$ cat src/design/sitda_pkg.sv
// ----------------------------------------------------------------------------
// sitda_pkg
// Shared types and constants for the signed integer to decimal ASCII block.
// ----------------------------------------------------------------------------
package sitda_pkg;

    localparam int VALUE_BITS_DEFAULT = 32;

    localparam logic [7:0] DIGIT_BASE = 8'd48;
    localparam logic [7:0] MINUS_CODE = 8'd45;

    // Number of decimal digits needed for a magnitude of up to 2**(bits-1).
    // The factor is log10(2) scaled by 100000.
    function automatic int num_digits(input int bits);
        return ((bits - 1) * 30103) / 100000 + 1;
    endfunction

    typedef enum logic [2:0] {
        ST_IDLE,
        ST_CONVERT,
        ST_SKIP,
        ST_SIGN,
        ST_DIGIT
    } state_t;

    // Commands from the controller to the datapath.
    typedef struct packed {
        logic load;
        logic step;
        logic digit_shift;
        logic show_sign;
    } cmd_t;

    // Status from the datapath to the controller.
    typedef struct packed {
        logic conv_last;
        logic top_zero;
        logic digit_last;
        logic negative;
    } status_t;

endpackage

$ cat src/design/sitda_datapath.sv
// ----------------------------------------------------------------------------
// sitda_datapath
// Magnitude register, shift-add-3 BCD converter and digit output shifter.
// ----------------------------------------------------------------------------
module sitda_datapath #(
    parameter int VALUE_BITS = sitda_pkg::VALUE_BITS_DEFAULT
) (
    input  logic                     clk,
    input  logic                     rst_n,
    input  logic [VALUE_BITS-1:0]    value,
    input  sitda_pkg::cmd_t          cmd,
    output sitda_pkg::status_t       sts,
    output logic [7:0]               character,
    output logic                     last
);

    localparam int NDIG = sitda_pkg::num_digits(VALUE_BITS);
    localparam int BCD_BITS = 4 * NDIG;
    localparam int BCW = $clog2(VALUE_BITS + 1);
    localparam int DCW = $clog2(NDIG + 1);

    logic [VALUE_BITS-1:0] mag_reg, mag_next;
    logic [BCD_BITS-1:0]   bcd_reg, bcd_next;
    logic [BCD_BITS-1:0]   bcd_adj;
    logic                  neg_reg, neg_next;
    logic [BCW-1:0]        bit_cnt_reg, bit_cnt_next;
    logic [DCW-1:0]        dig_cnt_reg, dig_cnt_next;
    logic [3:0]            top_digit;

    // Add three to every digit of five or more before the next shift.
    always_comb
    begin
        logic [3:0] d;
        bcd_adj = '0;
        for (int i = 0; i < NDIG; i++)
        begin
            d = bcd_reg[4*i +: 4];
            bcd_adj[4*i +: 4] = (d >= 4'd5) ? (d + 4'd3) : d;
        end
    end

    always_comb
    begin
        mag_next     = mag_reg;
        bcd_next     = bcd_reg;
        neg_next     = neg_reg;
        bit_cnt_next = bit_cnt_reg;
        dig_cnt_next = dig_cnt_reg;
        if (cmd.load)
        begin
            neg_next     = value[VALUE_BITS-1];
            mag_next     = value[VALUE_BITS-1] ? (~value + VALUE_BITS'(1)) : value;
            bcd_next     = '0;
            bit_cnt_next = BCW'(VALUE_BITS);
            dig_cnt_next = DCW'(NDIG);
        end
        else if (cmd.step)
        begin
            bcd_next     = {bcd_adj[BCD_BITS-2:0], mag_reg[VALUE_BITS-1]};
            mag_next     = {mag_reg[VALUE_BITS-2:0], 1'b0};
            bit_cnt_next = bit_cnt_reg - BCW'(1);
        end
        else if (cmd.digit_shift)
        begin
            bcd_next     = {bcd_reg[BCD_BITS-5:0], 4'd0};
            dig_cnt_next = dig_cnt_reg - DCW'(1);
        end
    end

    always_ff @(posedge clk or negedge rst_n)
    begin
        if (!rst_n)
        begin
            bit_cnt_reg <= '0;
            dig_cnt_reg <= '0;
            neg_reg     <= 1'b0;
        end
        else
        begin
            bit_cnt_reg <= bit_cnt_next;
            dig_cnt_reg <= dig_cnt_next;
            neg_reg     <= neg_next;
        end
    end

    always_ff @(posedge clk)
    begin
        mag_reg <= mag_next;
        bcd_reg <= bcd_next;
    end

    assign top_digit = bcd_reg[BCD_BITS-1 -: 4];

    assign sts.conv_last  = (bit_cnt_reg == BCW'(1));
    assign sts.top_zero   = (top_digit == 4'd0);
    assign sts.digit_last = (dig_cnt_reg == DCW'(1));
    assign sts.negative   = neg_reg;

    assign character = cmd.show_sign ? sitda_pkg::MINUS_CODE
                                     : (sitda_pkg::DIGIT_BASE + {4'd0, top_digit});
    assign last      = !cmd.show_sign && sts.digit_last;

endmodule

$ cat src/design/sitda_ctrl.sv
// ----------------------------------------------------------------------------
// sitda_ctrl
// Controller that sequences load, conversion, zero skipping and emission.
// ----------------------------------------------------------------------------
module sitda_ctrl (
    input  logic                 clk,
    input  logic                 rst_n,
    input  logic                 value_valid,
    output logic                 value_ready,
    output logic                 char_valid,
    input  logic                 char_ready,
    input  sitda_pkg::status_t   sts,
    output sitda_pkg::cmd_t      cmd
);

    sitda_pkg::state_t state_reg, state_next;

    always_comb
    begin
        state_next = state_reg;
        case (state_reg)
            sitda_pkg::ST_IDLE:
                if (value_valid)
                    state_next = sitda_pkg::ST_CONVERT;
            sitda_pkg::ST_CONVERT:
                if (sts.conv_last)
                    state_next = sitda_pkg::ST_SKIP;
            sitda_pkg::ST_SKIP:
                if (!(sts.top_zero && !sts.digit_last))
                    state_next = sts.negative ? sitda_pkg::ST_SIGN : sitda_pkg::ST_DIGIT;
            sitda_pkg::ST_SIGN:
                if (char_ready)
                    state_next = sitda_pkg::ST_DIGIT;
            sitda_pkg::ST_DIGIT:
                if (char_ready && sts.digit_last)
                    state_next = sitda_pkg::ST_IDLE;
            default:
                state_next = sitda_pkg::ST_IDLE;
        endcase
    end

    always_comb
    begin
        cmd         = '0;
        value_ready = 1'b0;
        char_valid  = 1'b0;
        case (state_reg)
            sitda_pkg::ST_IDLE:
            begin
                value_ready = 1'b1;
                cmd.load    = value_valid;
            end
            sitda_pkg::ST_CONVERT:
                cmd.step = 1'b1;
            sitda_pkg::ST_SKIP:
                cmd.digit_shift = sts.top_zero && !sts.digit_last;
            sitda_pkg::ST_SIGN:
            begin
                char_valid    = 1'b1;
                cmd.show_sign = 1'b1;
            end
            sitda_pkg::ST_DIGIT:
            begin
                char_valid      = 1'b1;
                cmd.digit_shift = char_ready && !sts.digit_last;
            end
            default:
            begin
                cmd = '0;
            end
        endcase
    end

    always_ff @(posedge clk or negedge rst_n)
    begin
        if (!rst_n)
            state_reg <= sitda_pkg::ST_IDLE;
        else
            state_reg <= state_next;
    end

endmodule

$ cat src/design/signed_int_to_decimal_ascii.sv
// ----------------------------------------------------------------------------
// signed_int_to_decimal_ascii
// Converts a two's complement integer into its decimal ASCII characters.
// ----------------------------------------------------------------------------
// Each accepted value is sent out as its decimal text, most significant
// character first: a minus sign for a negative value, then the digits with
// leading zeros removed, so zero gives the single character '0'. The most
// negative value converts exactly. The final character of every number has
// last set. One value is handled at a time: value_ready is high only while
// the block is idle. A transaction loads the value, runs the shift-add-3
// conversion in the BCD register once per magnitude bit, drops each
// suppressed leading zero in turn, makes one decision step, then sends one
// character at a time, holding each while char_ready is low. The
// shift-add-3 loop is the longest of these steps.
// ----------------------------------------------------------------------------
module signed_int_to_decimal_ascii #(
    parameter int VALUE_BITS = sitda_pkg::VALUE_BITS_DEFAULT
) (
    input  logic                  clk,
    input  logic                  rst_n,
    input  logic                  value_valid,
    output logic                  value_ready,
    input  logic [VALUE_BITS-1:0] value,
    output logic                  char_valid,
    input  logic                  char_ready,
    output logic [7:0]            character,
    output logic                  last
);

    sitda_pkg::cmd_t    cmd;
    sitda_pkg::status_t sts;

    // The controller owns both handshakes; the datapath holds every value.
    sitda_ctrl u_ctrl (
        .clk         (clk),
        .rst_n       (rst_n),
        .value_valid (value_valid),
        .value_ready (value_ready),
        .char_valid  (char_valid),
        .char_ready  (char_ready),
        .sts         (sts),
        .cmd         (cmd)
    );

    // The datapath presents the character from registers, so it stays
    // stable while a transaction on the output waits for char_ready.
    sitda_datapath #(
        .VALUE_BITS (VALUE_BITS)
    ) u_datapath (
        .clk       (clk),
        .rst_n     (rst_n),
        .value     (value),
        .cmd       (cmd),
        .sts       (sts),
        .character (character),
        .last      (last)
    );

    // Input and output never handshake in the same cycle.
    a_no_overlap: assert property (@(posedge clk) disable iff (!rst_n)
        !(value_ready && char_valid))
        else $error("input and output active together");

    // After a value is taken, no further value is taken next cycle.
    a_busy_after_load: assert property (@(posedge clk) disable iff (!rst_n)
        (value_valid && value_ready) |=> !value_ready)
        else $error("block not busy after load");

    // The final character returns the block to idle.
    a_idle_after_last: assert property (@(posedge clk) disable iff (!rst_n)
        (char_valid && char_ready && last) |=> value_ready)
        else $error("block not idle after last character");

    // Only a minus sign or a digit is ever offered.
    a_char_code: assert property (@(posedge clk) disable iff (!rst_n)
        char_valid |-> (character == sitda_pkg::MINUS_CODE ||
                        (character >= sitda_pkg::DIGIT_BASE &&
                         character <= sitda_pkg::DIGIT_BASE + 8'd9)))
        else $error("bad character code");

endmodule

$ cat config.mk
export PLATFORM = sky130hd
export DESIGN_NAME = signed_int_to_decimal_ascii
export DESIGN_NICKNAME = d
export VERILOG_FILES = /design/src/design/sitda_pkg.sv /design/src/design/sitda_datapath.sv /design/src/design/sitda_ctrl.sv /design/src/design/signed_int_to_decimal_ascii.sv
export SDC_FILE = /design/constraint.sdc
export NUM_CORES = 1
export LEC_CHECK = 0
export BUFFER_PORTS_ARGS = -buffer_cell sky130_fd_sc_hd__buf_4
export CAP_MARGIN = 20
export CORE_MARGIN = 5
export CORE_UTILIZATION = 30
export CTS_BUF_LIST = sky130_fd_sc_hd__clkbuf_4 sky130_fd_sc_hd__clkbuf_8 sky130_fd_sc_hd__clkbuf_16
export DETAILED_ROUTE_END_ITERATION = 8
export GPL_TIMING_DRIVEN = 0
export PLACE_DENSITY = 0.42
export SLEW_MARGIN = 20
export SYNTH_ARGS = -nofsm -noshare
export SYNTH_HDL_FRONTEND = slang
export SYNTH_SLANG_ARGS = --single-unit
$ cat constraint.sdc
create_clock -name clk -period 2.7 [get_ports clk]
set_clock_uncertainty 0.15 [all_clocks]
set_input_delay 0.135 -clock clk [delete_from_list [all_inputs] [get_ports clk]]
set_output_delay 0.135 -clock clk [all_outputs]
set_load 0.02 [all_outputs]
==> impl_metrics.csv <==
group,metric,value,unit
outcome,status,"completed",
worst_setup_path,crit_required,2.63,ns
power_and_ir_drop,swShare,44.0,%
layout,seq_area,2110,um^2
detailed_routing,vias,4889,
floorplan,io_pins,47,
sta,max_slew_margin,55.0,%
detailed_routing,drt_pass1_iterations,5,
layout,areaGrowthSynthToFinish,17.1,%
layout,multi_input_area,3160,um^2
sta,tightest_slew,0.676,ns
placed_design,gp_congestion,0.792,
grt,grt_pass1_wl,26600,um
grt,grt_antenna_before_repair,0,
worst_setup_path,cp.depth,7,
detailed_routing,first_iter_violations,272,
min_path,hold_depth,3,
worst_setup_path,critPathCaptureType,"register",
floorplan,num_rows,49,
sta,setup_viol,0,
layout,fill_cells,1875,
grt,track_usage,15.3,%
floorplan,die_h,146,um
clock_tree,cts_tree,"built",
layout,layout_common_cells,"65 x o21ai_0, 60 x nand2_1, 51 x a21oi_1, 45 x buf_4, 40 x dfxtp_1",
grt,gr-total-overflow,0,
flow_run,drv_cap,0,
layout,n_antenna_cell,0,
detailed_routing,wl,16200,um
power_and_ir_drop,combPwrFrac,50.7,%
detailed_routing,ant_nets,0,
layout,stdcell_count,935,
clock_tree,htreeDepth,3,
power_and_ir_drop,clkPwrFrac,15.9,%
logic_synthesis,synth.yosys.seq_area_share,37.9,%
layout,largest_reg_flops,40,
sta,tns,0,ns
worst_setup_path,slowest_delay,0.37,ns
layout,layout_commonest_cell,"o21ai_0",
sta,slew_viol_final,0,
logic_synthesis,ys_dominant_reg_cell,"dfxtp_1",
sta,max_freq,399,MHz
clock_tree,clkTransAtPathRegs,0.07,ns
clock_tree,clock_sink_count,86,
placed_design,dp_hpwl,11600,um
logic_synthesis,postSynthAreaPerCell,8.66,um^2
grt,grt_pass1_vias,5079,
worst_setup_path,arrival,2.44,ns
worst_setup_path,critical_path_class,"register to register",
worst_setup_path,cp_cell_sequence,"buf_6, nor3_1, nand2_1, clkbuf_1, clkbuf_1, nand2_1, o21ai_0",
worst_setup_path,crit_slowest_cell,"dfrtp_1",
logic_synthesis,synthCells,644,
sta,fin_crit,2.51,ns
logic_synthesis,synth-async-reset-ratio,16.3,%
floorplan,die_w,146,um
worst_setup_path,cp_top_family,"buffers and inverters",
clock_tree,cts.root.buffer_cell,"clkbuf_16",
sta,setup_ws,0.194,ns
detailed_routing,post_drt_via_cell_ratio,5.23,
power_and_ir_drop,seq_power_share,33.4,%
placed_design,dp_cells,916,
power_and_ir_drop,p_switching,3.59,mW
floorplan,core_region_area,18100,um^2
power_and_ir_drop,p_int,4.57,mW
clock_tree,clk_latency,0.35,ns
power_and_ir_drop,power.total,8.15,mW
clock_tree,clk_path_buf_depth,2,
power_and_ir_drop,p_leak,2.59,nW
worst_setup_path,rr_worst_depth,7,
sta,rsz0062_at_grt,"false",
logic_synthesis,synth_edf_count,32,
floorplan,start_util,30.7,%
grt,grt_max_degree,34,
placed_design,dp_slack,-0.190,ns
logic_synthesis,syn_area,5580,um^2
detailed_routing,drc_errors,0,
sta,period_share,92.8,%
min_path,hold_path.class,"primary input to register",
sta,hold_viol_final,0,
clock_tree,cts_buffers,9,
logic_synthesis,ys_seq_elements,86,
worst_setup_path,worst-path-buf-inv,3,
power_and_ir_drop,power_density,1250,nW/um^2
floorplan,die_area,21400,um^2
layout,drive_above_1_share,13.6,%
logic_synthesis,ys_types,57,
sta,hold_slack,0.0330,ns
power_and_ir_drop,ir_worst_vdd,0.376,mV
detailed_routing,routedWlPerCell,17.3,um
logic_synthesis,yosys_warnings,0,
worst_setup_path,worst_setup_path_start_kind,"register",
placed_design,io_buffers,42,
layout,layout.nets,763,
worst_setup_path,critPathMaxFanout,10,
-- what timing repair did --
action                                  4_1_cts  5_1_grt
setup buffers                                 0        0
resized for setup                             1        6
hold endpoints to repair                     16        0
endpoints found under the setup margin       33       14
hold buffers                                  3        0
-- area by class of cell --
cell class	count	area share, %
well taps	229	4.38
multi-input cells	481	48.4
plain buffers	39	2.70
repair buffers	45	5.28
clock buffers	14	4.48
clock inverters	2	0.172
flip-flops and latches	86	32.3
inverters	39	2.24
-- final timing paths --
check	from	endpoint	slack (ns)
worst max-delay path	u_ctrl.state_reg[1]	u_datapath.mag_reg[29]	0.19
worst min-delay path	value[18]	u_datapath.mag_reg[18]	0.03
worst max register to register	u_ctrl.state_reg[1]	u_datapath.mag_reg[29]	0.19
worst min register to register	u_datapath.mag_reg[31]	u_datapath.bcd_reg[0]	0.36
max in group asynchronous	rst_n	u_datapath.dig_cnt_reg[2]	2.19
min in group asynchronous	rst_n	u_ctrl.state_reg[1]	0.04
-- power by group through the flow --
stage	logic [mW]	clock network [mW]	registers, mW
2_1_floorplan	3.01	0	2.57
3_3_place_gp	4.04	0	2.73
3_5_place_dp	4.15	0	2.74
4_1_cts	4.17	1.34	2.72
5_1_grt	4.67	1.39	2.83
6_report	4.13	1.29	2.73
-- worst reg2reg max path, delay by kind of cell, from the launching register on --
kind	cells	cell delay, ns
compound gates	1	0.09
simple gates	3	0.79
flops	1	0.37
buf+inv	3	0.85
-- routing by layer --
layer  track usage, %  share of wire [%]
met3             3.41                3.8
met2             24.8                 46
met4             4.75                2.2
met1             20.3                 48
met5                0                  0
-- stage by stage --
| step | utilization, % | instance area, um^2 |
|---|---|---|
| 6_report | 36.0 | 6540 |
| 5_1_grt | 36.0 | 6540 |
| 4_1_cts | 36.0 | 6530 |
| 3_5_place_dp | 34.1 | 6190 |
| 3_3_place_gp | 34.1 | 6190 |
| 2_1_floorplan | - | 5590 |
-- cells in the mapped netlist (6+ instances only) --
library cell	count	area [um^2]
inv_1	39	146
o32ai_1	7	61.3
mux2_2	9	101
a31oi_1	20	125
o21ai_0	65	325
and3_1	9	56.3
nor2_1	33	124
edfxtp_1	32	961
xnor2_1	14	123
o31ai_1	11	82.6
clkbuf_1	27	101
a21oi_1	51	255
o21a_1	18	135
mux2i_1	12	120
nor3_1	19	95.1
ha_1	26	325
nand3_1	8	40.0
nand2_1	61	229
dfxtp_1	40	801
o32a_1	9	90.1
nand2b_1	14	87.6
buf_2	6	30.0
dfrtp_1	14	350
xor2_1	33	289
-- cells by family (layout without fill, tap and decap cells) --
kind of cell    count (synthesis)  in the layout  synth area share (%)
compound gates                203            203                  22.7
simple gates                  181            181                  16.4
flops                          86             86                  37.9
buf+inv                        78            139                  5.72
xor+xnor                       47             47                  7.38
fa+ha+maj                      26             26                  5.83
mux                            21             21                  3.97
other cells                     2              3                 0.135
Note: power is estimated with default switching activity, not from simulation.
